**config.mk**
```make
export PLATFORM = sky130hd
export DESIGN_NAME = descriptor_address_translator
export DESIGN_NICKNAME = d
export VERILOG_FILES = /design/src/hdl/dat_pkg.sv /design/src/hdl/descriptor_address_translator.sv /design/src/hdl/dat_ctrl.sv /design/src/hdl/dat_datapath.sv
export SDC_FILE = /design/constraint.sdc
export NUM_CORES = 2
export LEC_CHECK = 0
export BUFFER_PORTS_ARGS = -buffer_cell sky130_fd_sc_hd__buf_2
export CORE_MARGIN = 1.5
export CORE_UTILIZATION = 35
export DETAILED_ROUTE_END_ITERATION = 7
export SYNTH_ARGS = -nofsm -noshare
export SYNTH_HDL_FRONTEND = slang
export SYNTH_HIERARCHICAL = 1
export SYNTH_SLANG_ARGS = --single-unit
```
**constraint.sdc**
```tcl
create_clock -name clk -period 13.15 [get_ports clk]
set_input_delay 3.2875 -clock clk [delete_from_list [all_inputs] [get_ports clk]]
set_output_delay 3.2875 -clock clk [all_outputs]
set_load 0.05 [all_outputs]
```
**src/hdl/dat_pkg.sv**
```systemverilog
// Package for the descriptor address translator.
// Holds payload types, codes and constants; no dependencies.
`timescale 1ns / 1ps
package dat_pkg;

  localparam int unsigned MaxDesc = 16;
  localparam int unsigned IdxW = $clog2(MaxDesc);

  typedef enum logic [2:0] {
    CON_OTHER = 3'd0, CON_NES = 3'd1, CON_GBC = 3'd2,
    CON_GBA = 3'd3, CON_PCE = 3'd4, CON_SNES = 3'd5
  } console_t;

  localparam logic [2:0] CFG_CONSOLE = 3'd0;
  localparam logic [2:0] CFG_COUNT = 3'd1;
  localparam logic [2:0] CFG_SYS = 3'd2;
  localparam logic [2:0] CFG_SAVE = 3'd3;
  localparam logic [2:0] CFG_VIDEO = 3'd4;
  localparam logic [2:0] CFG_CLOCK = 3'd5;

  localparam logic [2:0] FLD_BASE = 3'd0;
  localparam logic [2:0] FLD_SELECT = 3'd1;
  localparam logic [2:0] FLD_DISC = 3'd2;
  localparam logic [2:0] FLD_KEEP = 3'd3;
  localparam logic [2:0] FLD_LENGTH = 3'd4;
  localparam logic [2:0] FLD_OFFSET = 3'd5;
  localparam logic [2:0] FLD_BACKED = 3'd6;

  localparam logic OP_TRANSLATE = 1'b0;
  localparam logic OP_WRITE = 1'b1;

  typedef struct packed {
    logic        opcode;
    logic [31:0] guest_address;
    logic [3:0]  entry_index;
    logic [2:0]  field_select;
    logic [31:0] field_value;
  } in_beat_t;

  typedef struct packed {
    logic        found;
    logic        source_kind;
    logic [3:0]  region_index;
    logic [31:0] region_offset;
  } out_beat_t;

  // Controller to datapath commands.
  typedef struct packed {
    logic load;       // latch input beat and remap address
    logic wr_field;   // write descriptor field
    logic rd_entry;   // register the scanned slot
    logic test_entry; // evaluate registered slot
    logic sq_start;   // start squeeze
    logic sq_step;    // one squeeze iteration
    logic finish_desc;
    logic fb_step;    // one fallback region test
    logic next_slot;
  } dat_cmd_t;

  typedef struct packed {
    logic is_write;
    logic use_fallback;
    logic match;      // registered slot matches
    logic scan_last;  // current slot is the last to scan
    logic sq_done;
    logic fb_hit;
    logic fb_last;
  } dat_sts_t;

endpackage

```
**src/hdl/descriptor_address_translator.sv**
```systemverilog
// Top level of the descriptor address translator.
// Instantiates dat_ctrl and dat_datapath; depends on dat_pkg.
//
//  channel | direction | handshake        | beat payload
//  in_     | input     | in_valid/in_stall | in_beat_t
//  out_    | output    | out_valid/out_stall | out_beat_t
//  cfg_    | input     | cfg_valid/cfg_ready | index, data
//
// One item at a time. A write beat is decoded, written and the block is idle
// again. A translation is decoded, then reads and tests each descriptor in turn
// (up to 16), then squeezes one disconnect bit per step (up to 32) and closes on a
// match, or walks up to four fallback regions; the squeeze unit sets the
// worst case.
// The output register holds a result while out_stall is high; the next
// input beat is already taken then. Reset is synchronous, active low.
`timescale 1ns / 1ps
module descriptor_address_translator
  import dat_pkg::*;
(
  input  logic        clk,
  input  logic        rst_n,
  input  logic        in_valid,
  output logic        in_stall,
  input  in_beat_t    in_beat,
  output logic        out_valid,
  input  logic        out_stall,
  output out_beat_t   out_beat,
  input  logic        cfg_valid,
  output logic        cfg_ready,
  input  logic [2:0]  cfg_index,
  input  logic [31:0] cfg_data
);

  logic [2:0]  console_kind_r;
  logic [4:0]  descriptor_count_r;
  logic [31:0] system_ram_size_r, save_ram_size_r, video_ram_size_r, clock_ram_size_r;

  dat_cmd_t  cmd;
  dat_sts_t  sts;
  out_beat_t result;
  logic      busy, done, in_go, out_free;
  logic      out_valid_r;
  out_beat_t out_beat_r;

  assign cfg_ready = 1'b1;
  // Configuration registers; the user must write them only while idle, the block itself does not enforce it.
  always_ff @(posedge clk) begin
    if (!rst_n) begin
      console_kind_r <= '0;
      descriptor_count_r <= '0;
      system_ram_size_r <= '0;
      save_ram_size_r <= '0;
      video_ram_size_r <= '0;
      clock_ram_size_r <= '0;
    end else if (cfg_valid && cfg_ready) begin
      case (cfg_index)
        CFG_CONSOLE: console_kind_r <= cfg_data[2:0];
        CFG_COUNT:   descriptor_count_r <= cfg_data[4:0];
        CFG_SYS:     system_ram_size_r <= cfg_data;
        CFG_SAVE:    save_ram_size_r <= cfg_data;
        CFG_VIDEO:   video_ram_size_r <= cfg_data;
        CFG_CLOCK:   clock_ram_size_r <= cfg_data;
        default: ;
      endcase
    end
  end

  // Unknown console codes behave as "other".
  logic [2:0] console_eff;
  assign console_eff = (console_kind_r > CON_SNES) ? CON_OTHER : console_kind_r;

  assign in_stall = busy;
  assign in_go = in_valid && !busy;
  assign out_free = !out_valid_r || !out_stall;

  dat_ctrl u_ctrl (
    .clk(clk), .rst_n(rst_n), .in_go(in_go), .sts(sts), .out_free(out_free),
    .cmd(cmd), .busy(busy), .done(done)
  );

  dat_datapath u_dp (
    .clk(clk), .in_beat(in_beat), .cmd(cmd), .console_kind(console_eff),
    .descriptor_count(descriptor_count_r), .system_ram_size(system_ram_size_r),
    .save_ram_size(save_ram_size_r), .video_ram_size(video_ram_size_r),
    .clock_ram_size(clock_ram_size_r), .sts(sts), .result(result)
  );

  // Output register: loaded when a result is done, cleared once taken.
  always_ff @(posedge clk) begin
    if (!rst_n) begin
      out_valid_r <= 1'b0;
    end else if (done) begin
      out_valid_r <= 1'b1;
    end else if (!out_stall) begin
      out_valid_r <= 1'b0;
    end
  end
  always_ff @(posedge clk) begin
    if (done) out_beat_r <= result;
  end

  assign out_valid = out_valid_r;
  assign out_beat = out_beat_r;

  // A result is only loaded into a free output register.
  a_done_free: assert property (@(posedge clk) disable iff (!rst_n)
    done |-> out_free) else $error("result overwrote a pending beat");
  // A miss reports region zero and offset zero.
  a_miss_zero: assert property (@(posedge clk) disable iff (!rst_n)
    (out_valid && !out_beat.found) |-> (out_beat.region_offset == 32'd0 &&
    out_beat.region_index == 4'd0)) else $error("miss with nonzero payload");
  // Fallback results never name a region above three.
  a_fb_region: assert property (@(posedge clk) disable iff (!rst_n)
    (out_valid && out_beat.source_kind) |-> (out_beat.region_index[3:2] == 2'b00))
    else $error("fallback region out of range");
  // No input is taken while an item is in progress.
  a_one_item: assert property (@(posedge clk) disable iff (!rst_n)
    busy |-> in_stall) else $error("input accepted while busy");

endmodule

```
**src/hdl/dat_ctrl.sv**
```systemverilog
// Controller state machine of the descriptor address translator.
// Depends on dat_pkg.
`timescale 1ns / 1ps
module dat_ctrl
  import dat_pkg::*;
(
  input  logic     clk,
  input  logic     rst_n,
  input  logic     in_go,
  input  dat_sts_t sts,
  input  logic     out_free,
  output dat_cmd_t cmd,
  output logic     busy,
  output logic     done
);

  typedef enum logic [6:0] {
    S_IDLE = 7'b0000001, S_DECODE = 7'b0000010, S_READ = 7'b0000100,
    S_TEST = 7'b0001000, S_SQZ = 7'b0010000, S_FB = 7'b0100000,
    S_DONE = 7'b1000000
  } state_t;

  state_t state_r, state_nxt;

  always_comb begin
    state_nxt = state_r;
    cmd = '0;
    done = 1'b0;
    case (state_r)
      S_IDLE: begin
        if (in_go) begin
          cmd.load = 1'b1;
          state_nxt = S_DECODE;
        end
      end
      S_DECODE: begin
        if (sts.is_write) begin
          cmd.wr_field = 1'b1;
          state_nxt = S_IDLE;
        end else if (sts.use_fallback) begin
          state_nxt = S_FB;
        end else begin
          cmd.rd_entry = 1'b1;
          state_nxt = S_READ;
        end
      end
      S_READ: begin
        cmd.test_entry = 1'b1;
        state_nxt = S_TEST;
      end
      S_TEST: begin
        if (sts.match) begin
          cmd.sq_start = 1'b1;
          state_nxt = S_SQZ;
        end else if (sts.scan_last) begin
          state_nxt = S_DONE;
        end else begin
          cmd.next_slot = 1'b1;
          cmd.rd_entry = 1'b1;
          state_nxt = S_READ;
        end
      end
      S_SQZ: begin
        if (sts.sq_done) begin
          cmd.finish_desc = 1'b1;
          state_nxt = S_DONE;
        end else begin
          cmd.sq_step = 1'b1;
        end
      end
      S_FB: begin
        cmd.fb_step = 1'b1;
        if (sts.fb_hit || sts.fb_last) state_nxt = S_DONE;
      end
      S_DONE: begin
        if (out_free) begin
          done = 1'b1;
          state_nxt = S_IDLE;
        end
      end
      default: state_nxt = S_IDLE;
    endcase
  end

  always_ff @(posedge clk) begin
    if (!rst_n) state_r <= S_IDLE;
    else state_r <= state_nxt;
  end

  assign busy = (state_r != S_IDLE);

endmodule

```
**src/hdl/dat_datapath.sv**
```systemverilog
// Datapath of the descriptor address translator: descriptor store,
// remap, match, bit squeeze and fallback walk. Depends on dat_pkg.
`timescale 1ns / 1ps
module dat_datapath
  import dat_pkg::*;
(
  input  logic        clk,
  input  in_beat_t    in_beat,
  input  dat_cmd_t    cmd,
  input  logic [2:0]  console_kind,
  input  logic [4:0]  descriptor_count,
  input  logic [31:0] system_ram_size,
  input  logic [31:0] save_ram_size,
  input  logic [31:0] video_ram_size,
  input  logic [31:0] clock_ram_size,
  output dat_sts_t    sts,
  output out_beat_t   result
);

  logic [31:0] mem_base   [MaxDesc];
  logic [31:0] mem_sel    [MaxDesc];
  logic [31:0] mem_disc   [MaxDesc];
  logic [31:0] mem_keep   [MaxDesc];
  logic [31:0] mem_len    [MaxDesc];
  logic [31:0] mem_off    [MaxDesc];
  logic        mem_backed [MaxDesc];

  in_beat_t    beat_r;
  logic [31:0] addr_r, addr_nxt;
  logic [IdxW-1:0] slot_r;
  logic [31:0] e_base_r, e_sel_r, e_disc_r, e_keep_r, e_len_r, e_off_r;
  logic        e_backed_r;
  logic        match_r;
  logic [31:0] v_r, gaps_r, low_r;
  logic [1:0]  fb_r;
  out_beat_t   res_r;

  // Remap applied at load.
  always_comb begin
    logic [31:0] a;
    a = in_beat.guest_address;
    if (console_kind == CON_NES) begin
      if (a >= 32'h0800 && a < 32'h2000) a = a & 32'h07ff;
    end else if (console_kind == CON_GBC) begin
      if (a >= 32'he000 && a <= 32'hfdff) a = a - 32'h2000;
    end
    if (descriptor_count != 5'd0) begin
      case (console_kind)
        CON_GBA: a = a + ((a < 32'h8000) ? 32'h3000000 : (32'h2000000 - 32'h8000));
        CON_PCE: begin
          if (a < 32'h002000) a = a + 32'h1f0000;
          else if (a < 32'h012000) a = a + (32'h100000 - 32'h002000);
          else if (a < 32'h042000) a = a + (32'h0d0000 - 32'h012000);
          else a = a + (32'h1ee000 - 32'h042000);
        end
        CON_SNES: begin
          if (a < 32'h020000) a = a + 32'h7e0000;
          else a = a + (32'h006000 - 32'h020000);
        end
        default: ;
      endcase
    end
    addr_nxt = a;
  end

  logic [5:0] scan_n;
  assign scan_n = (descriptor_count > 5'(MaxDesc)) ? 6'(MaxDesc) : 6'(descriptor_count);

  logic [31:0] fb_size;
  always_comb begin
    case (fb_r)
      2'd0: fb_size = system_ram_size;
      2'd1: fb_size = save_ram_size;
      2'd2: fb_size = video_ram_size;
      default: fb_size = clock_ram_size;
    endcase
  end

  logic [31:0] gaps_low, top_v;
  assign gaps_low = (gaps_r - 32'd1) & ~gaps_r;
  always_comb begin
    logic [31:0] n;
    n = v_r;
    n = n | (n >> 1);
    n = n | (n >> 2);
    n = n | (n >> 4);
    n = n | (n >> 8);
    n = n | (n >> 16);
    top_v = n ^ (n >> 1);
  end
  logic [31:0] clamped;
  assign clamped = (v_r >= e_len_r) ? v_r - top_v : v_r;

  always_ff @(posedge clk) begin
    if (cmd.load) begin
      beat_r <= in_beat;
      addr_r <= addr_nxt;
      slot_r <= '0;
      fb_r <= 2'd0;
      res_r <= '{1'b0, (descriptor_count == 5'd0), 4'd0, 32'd0};
    end
    if (cmd.wr_field && ({1'b0, beat_r.entry_index} < 5'(MaxDesc))) begin
      case (beat_r.field_select)
        FLD_BASE:   mem_base[beat_r.entry_index[IdxW-1:0]] <= beat_r.field_value;
        FLD_SELECT: mem_sel[beat_r.entry_index[IdxW-1:0]] <= beat_r.field_value;
        FLD_DISC:   mem_disc[beat_r.entry_index[IdxW-1:0]] <= beat_r.field_value;
        FLD_KEEP:   mem_keep[beat_r.entry_index[IdxW-1:0]] <= beat_r.field_value;
        FLD_LENGTH: mem_len[beat_r.entry_index[IdxW-1:0]] <= beat_r.field_value;
        FLD_OFFSET: mem_off[beat_r.entry_index[IdxW-1:0]] <= beat_r.field_value;
        FLD_BACKED: mem_backed[beat_r.entry_index[IdxW-1:0]] <= beat_r.field_value[0];
        default: ;
      endcase
    end
    if (cmd.next_slot) slot_r <= slot_r + 1'b1;
    if (cmd.rd_entry) begin
      e_base_r <= mem_base[cmd.next_slot ? slot_r + 1'b1 : slot_r];
      e_sel_r <= mem_sel[cmd.next_slot ? slot_r + 1'b1 : slot_r];
      e_disc_r <= mem_disc[cmd.next_slot ? slot_r + 1'b1 : slot_r];
      e_keep_r <= mem_keep[cmd.next_slot ? slot_r + 1'b1 : slot_r];
      e_len_r <= mem_len[cmd.next_slot ? slot_r + 1'b1 : slot_r];
      e_off_r <= mem_off[cmd.next_slot ? slot_r + 1'b1 : slot_r];
      e_backed_r <= mem_backed[cmd.next_slot ? slot_r + 1'b1 : slot_r];
    end
    if (cmd.test_entry) match_r <= ((e_base_r ^ addr_r) & e_sel_r) == 32'd0;
    if (cmd.sq_start) begin
      v_r <= (addr_r - e_base_r) & e_keep_r;
      gaps_r <= e_disc_r;
    end
    if (cmd.sq_step) begin
      v_r <= (v_r & gaps_low) | ((v_r >> 1) & ~gaps_low);
      gaps_r <= (gaps_r & (gaps_r - 32'd1)) >> 1;
    end
    if (cmd.finish_desc && e_backed_r) begin
      res_r <= '{1'b1, res_r.source_kind, 4'(slot_r), clamped + e_off_r};
    end
    if (cmd.fb_step) begin
      if (addr_r < fb_size) begin
        res_r <= '{1'b1, res_r.source_kind, {2'b00, fb_r}, addr_r};
      end
      addr_r <= addr_r - ((fb_r == 2'd0 && console_kind == CON_NES) ? 32'h6000 : fb_size);
      fb_r <= fb_r + 2'd1;
    end
  end

  assign low_r = gaps_low;
  assign sts.is_write = (beat_r.opcode == OP_WRITE);
  assign sts.use_fallback = res_r.source_kind;
  assign sts.match = match_r;
  assign sts.scan_last = (6'(slot_r) + 6'd1 >= scan_n);
  assign sts.sq_done = (gaps_r == 32'd0) && (low_r == 32'hffff_ffff);
  assign sts.fb_hit = (addr_r < fb_size);
  assign sts.fb_last = (fb_r == 2'd3);
  assign result = res_r;

endmodule

```
==> results_tabular.tex <==
\begin{tabular}{lr}
\hline
Metric & Value \\
\hline
\multicolumn{2}{l}{\textbf{Synthesis}} \\
Area fraction of the dominant cell type after synthesis & 70.4\% \\
Top\_reg\_cell synth & sky130\_fd\_sc\_hd\_\_edfxtp\_1 \\
YS warnings & 6 \\
Adder-Cell Fraction of Synth Area & 1.92\% \\
Simple logic cell fraction of the synthesized area & 3.80\% \\
Netlist cell types & 104 \\
Async set-reset flop share out of synthesis & 0\% \\
Xor and xnor area share after synthesis & 0.700\% \\
Gate Count Post-Synth & 7590 \\
Syn nets & 7926 \\
Post-synthesis mux area share & 15.8\% \\
Mapped cell area & 148000 um2 \\
Leading area contributor after synthesis & sky130\_fd\_sc\_hd\_\_edfxtp\_1 \\
Number of register bits inferred by synthesis & 3644 \\
Share of synthesized area occupied by flip-flops and latches & 72.8\% \\
Most numerous cell in the Yosys netlist & sky130\_fd\_sc\_hd\_\_edfxtp\_1 \\
Average size of a mapped cell & 19.5 um2 \\
Most area-consuming cells after synthesis & sky130\_fd\_sc\_hd\_\_edfxtp\_1 (70\%), sky130\_fd\_sc\_hd\_\_mux4\_2 (15\%), sky130\_fd\_sc\_hd\_\_dfxtp\_1 (2.5\%), sky130\_fd\_sc\_hd\_\_ha\_1 (1.9\%), sky130\_fd\_sc\_hd\_\_nand2\_1 (1.2\%) \\
Synthesized-area fraction occupied by ao, oa, aoi and oai cells & 3.51\% \\
Combinational family with the most area after synthesis & multiplexers \\
Synth cell count leaders & sky130\_fd\_sc\_hd\_\_edfxtp\_1 (3462), sky130\_fd\_sc\_hd\_\_mux4\_2 (965), sky130\_fd\_sc\_hd\_\_nand2\_1 (455), sky130\_fd\_sc\_hd\_\_nor2\_1 (284), sky130\_fd\_sc\_hd\_\_clkbuf\_1 (233) \\
Number of flops mapped to enable cells by yosys & 3462 \\
\multicolumn{2}{l}{\textbf{Worst hold path}} \\
Worst min-delay path endpoint & out\_beat[31]\$\_DFFE\_PP\_ \\
Worst hold path stage count & 0 \\
Type of the worst min-delay path & reg -> reg \\
Launch point of the worst hold path & u\_dp/result[31]\$\_DFF\_P\_ \\
\multicolumn{2}{l}{\textbf{Worst setup path}} \\
Type of element capturing the critical path & register \\
Endpoint of the most critical register-to-register path & u\_dp/result[30]\$\_DFF\_P\_ \\
Cell at the slowest stage of the critical path & sky130\_fd\_sc\_hd\_\_or4\_1 \\
Critical Path RT & 13.95 ns \\
Largest stage delay on the critical path & 0.65 ns \\
Worst R2R Setup Slack & 3.85 ns \\
Worst Path Arrival & 10.10 ns \\
RR Startpoint & u\_dp/v\_r[31]\$\_DFFE\_PP\_ \\
Crit Path Class & reg -> reg \\
Depth of the worst register-to-register path & 33 \\
Worst-path maximum fanout & 9 \\
Total buffers and inverters traversed by the critical path & 0 \\
Worst path top cell family by delay & compound AO/OA/AOI/OAI gates \\
Critical Path Start Type & register \\
\multicolumn{2}{l}{\textbf{Clock network}} \\
\# H-tree levels & 5 \\
Maximum buffer depth of the clock tree & 4 \\
Clock-pin slew reported for the worst setup and hold paths after clock tree synthesis & 0.06 ns \\
Post-cts hold buffer count & 0 \\
Number of resized instances in the post-cts repair step & 0 \\
CTS tree & yes \\
Number of clock sinks seen by CTS & 3644 \\
Root buffer selected by CTS & sky130\_fd\_sc\_hd\_\_clkbuf\_16 \\
Clock buffer count from CTS & 362 \\
Clock latency on the worst-skew pair & 0.96 ns \\
Number of buffers inserted to repair setup after CTS & 0 \\
\multicolumn{2}{l}{\textbf{Timing}} \\
Portion of the clock cycle consumed by the worst path in the final layout & 70.7\% \\
Final Slew Violations & 0 \\
Setup-failing EPs final & 0 \\
Tightest slew margin relative to the limit & 12.5\% \\
Hold Violations, Final & 0 \\
Clk\_skew & 0.0908 ns \\
Sum of negative setup slack & 0 ns \\
Final setup slack of the worst path & 3.85 ns \\
Setup repair after global routing missed its margin & false \\
Hold Slack & 0.422 ns \\
Worst Max-Slew Pin Slew & 1.31 ns \\
Peak clock frequency supported by timing & 107 MHz \\
Minimum period implied by the final worst setup slack & 9.30 ns \\
\multicolumn{2}{l}{\textbf{Floorplanning}} \\
Starting density of the core & 35.2\% \\
I/O pin count & 153 \\
Placeable Area & 420000 um2 \\
Number of rows created at floorplan & 238 \\
Overall die area & 426000 um2 \\
Die Width & 653 um \\
Die Y-Extent & 653 um \\
\multicolumn{2}{l}{\textbf{Place}} \\
Dpl hpwl & 243 mm \\
Number of buffers inserted by port buffering & 151 \\
Last weighted congestion value of the routability-driven placer & 0.910 \\
Cell area after placement & 157000 um2 \\
Worst slack after detailed placement & 4.04 ns \\
\multicolumn{2}{l}{\textbf{Drt}} \\
Mean routed wirelength per cell & 30.1 um \\
Number of vias after detailed routing & 77400 \\
Final wirelength & 419 mm \\
Number of antenna-violating nets in the routed design & 0 \\
First-pass detailed-route iteration total & 7 \\
Number of DRC violations after detailed routing & 0 \\
Vias per cell & 5.55 \\
Drt first-iter violations & 10700 \\
\multicolumn{2}{l}{\textbf{Run status}} \\
Run status & completed \\
\multicolumn{2}{l}{\textbf{Cells and area}} \\
Total of fill cells in the finished design & 37000 \\
Area added between synthesis and finish & 14.1\% \\
Post-route cell area & 169000 um2 \\
Fraction of layout cells with a size suffix above 1 & 24.7\% \\
NumNets Final & 8317 \\
\multicolumn{2}{l}{\textbf{Power}} \\
Leakage & 54.1 nW \\
Post-layout total power & 27.2 mW \\
Power density normalized to cell area & 161 nW/um2 \\
Worst vdd rail ir drop & 0.120 mV \\
\multicolumn{2}{l}{\textbf{Global route}} \\
Via count of the first global-routing pass & 77200 \\
Initial antenna violation count & 43 \\
Leftover overflow at the end of global routing & 0 \\
Largest net degree at the start of global routing & 139 \\
Wire length of the first global-routing pass & 584 mm \\
GRT Total Usage & 19.2\% \\
\multicolumn{2}{l}{\textbf{Run}} \\
MaxCap Viol Count & 0 \\
\hline
\end{tabular}
kinds of logic after synthesis:
kind of cell,count (synthesis)
AOI/OAI and AO/OA,776
xor gates and xnor gates,118
adders and majority gates,224
buffers and inverters,523
DFF,3644
muxes,1124
other,1
and+or+nand+nor,1180
layer usage:
layer	wire, um	part of all wire, %	vias up	GRT usage, %
met5	33	0.0079	-	0
met1	171000	41	41400	26.8
met4	11200	2.7	6	5.10
met3	37200	8.9	524	3.58
met2	199000	48	3494	31.1
li1	-	-	31900	-
stage by stage:
stage	util, %	std cells
after floorplan	-	7590
after global placement	37.3	13300
after detailed placement	37.3	13300
after CTS	40.1	13900
after global routing	40.1	13900
final	40.1	13900
area by class of cell:
type	count	area, um2	share of cell area (%)
timing repair buffer	389	2730	1.62
clock inverter	198	1840	1.09
antenna	11	27.5	0.0163
clock buffer	466	9740	5.78
tap	5640	7060	4.19
multi-input combinational	3423	38900	23.1
inverter	161	604	0.359
sequential	3644	108000	63.9
flip-flops by register name, indices dropped and copies added, names as in the netlist, 5 cells and up, named ones only:
register and count:
out_beat 38, u_dp/mem_sel 512, u_dp/mem_backed 16, u_dp/e_off_r 32
system_ram_size_r 32, u_dp/mem_keep 512, u_dp/beat_r 39, u_dp/mem_disc 512
u_dp/result 38, u_dp/e_disc_r 32, u_dp/e_keep_r 32, u_dp/e_base_r 32
video_ram_size_r 32, u_dp/e_len_r 32, u_dp/mem_off 512, u_dp/addr_r 32
save_ram_size_r 32, clock_ram_size_r 32, u_dp/gaps_r 32, u_dp/e_sel_r 32
u_dp/mem_base 512, descriptor_count_r 5, u_dp/mem_len 512, u_ctrl/state_r 7
cell usage in the layout, fill, tap and decap left out, types with 33 or more instances in the layout:
cell type	synthesis	layout
sky130_fd_sc_hd__edfxtp_1	3462	3462
sky130_fd_sc_hd__mux4_2	965	965
sky130_fd_sc_hd__nand2_1	455	454
sky130_fd_sc_hd__clkbuf_16	0	370
sky130_fd_sc_hd__buf_4	13	224
sky130_fd_sc_hd__ha_1	219	217
sky130_fd_sc_hd__nor2_1	284	185
sky130_fd_sc_hd__dfxtp_1	182	182
sky130_fd_sc_hd__o21ai_0	178	178
sky130_fd_sc_hd__a21oi_1	168	168
sky130_fd_sc_hd__inv_1	158	158
sky130_fd_sc_hd__buf_2	18	150
sky130_fd_sc_hd__mux2i_1	146	146
sky130_fd_sc_hd__nor2_4	0	99
sky130_fd_sc_hd__nand3_1	90	85
sky130_fd_sc_hd__clkbuf_1	233	84
sky130_fd_sc_hd__clkinv_2	0	72
sky130_fd_sc_hd__nand2b_1	71	71
sky130_fd_sc_hd__a21o_1	69	69
sky130_fd_sc_hd__xnor2_1	70	69
sky130_fd_sc_hd__clkinv_1	3	63
sky130_fd_sc_hd__nor3_1	54	53
sky130_fd_sc_hd__xor2_1	48	46
sky130_fd_sc_hd__nor2b_1	42	42
sky130_fd_sc_hd__a31oi_1	41	40
sky130_fd_sc_hd__o21a_1	35	35
sky130_fd_sc_hd__a222oi_1	33	33
sky130_fd_sc_hd__o22ai_1	33	33
worst max-delay path by stage:
stage	from	endpoint	depth (start not counted)	slack (ns)
3_3_place_gp	u_dp/v_r[31]$_DFFE_PP_	u_dp/result[30]$_DFF_P_	33	4.09
2_1_floorplan	in_beat[68]	u_dp/addr_r[31]$_DFFE_PP_	21	5.54
4_1_cts	u_dp/v_r[31]$_DFFE_PP_	u_dp/result[31]$_DFF_P_	35	3.97
3_5_place_dp	u_dp/v_r[31]$_DFFE_PP_	u_dp/result[30]$_DFF_P_	33	4.04
5_1_grt	u_dp/v_r[31]$_DFFE_PP_	u_dp/result[31]$_DFF_P_	35	3.11
6_report	u_dp/v_r[31]$_DFFE_PP_	u_dp/result[30]$_DFF_P_	33	3.85
power breakdown:
group	switching, mW	internal [mW]
sequential	0.114	13.2
clock	4.43	5.72
combinational	2.29	1.41
(Power assumes the default switching activity.)
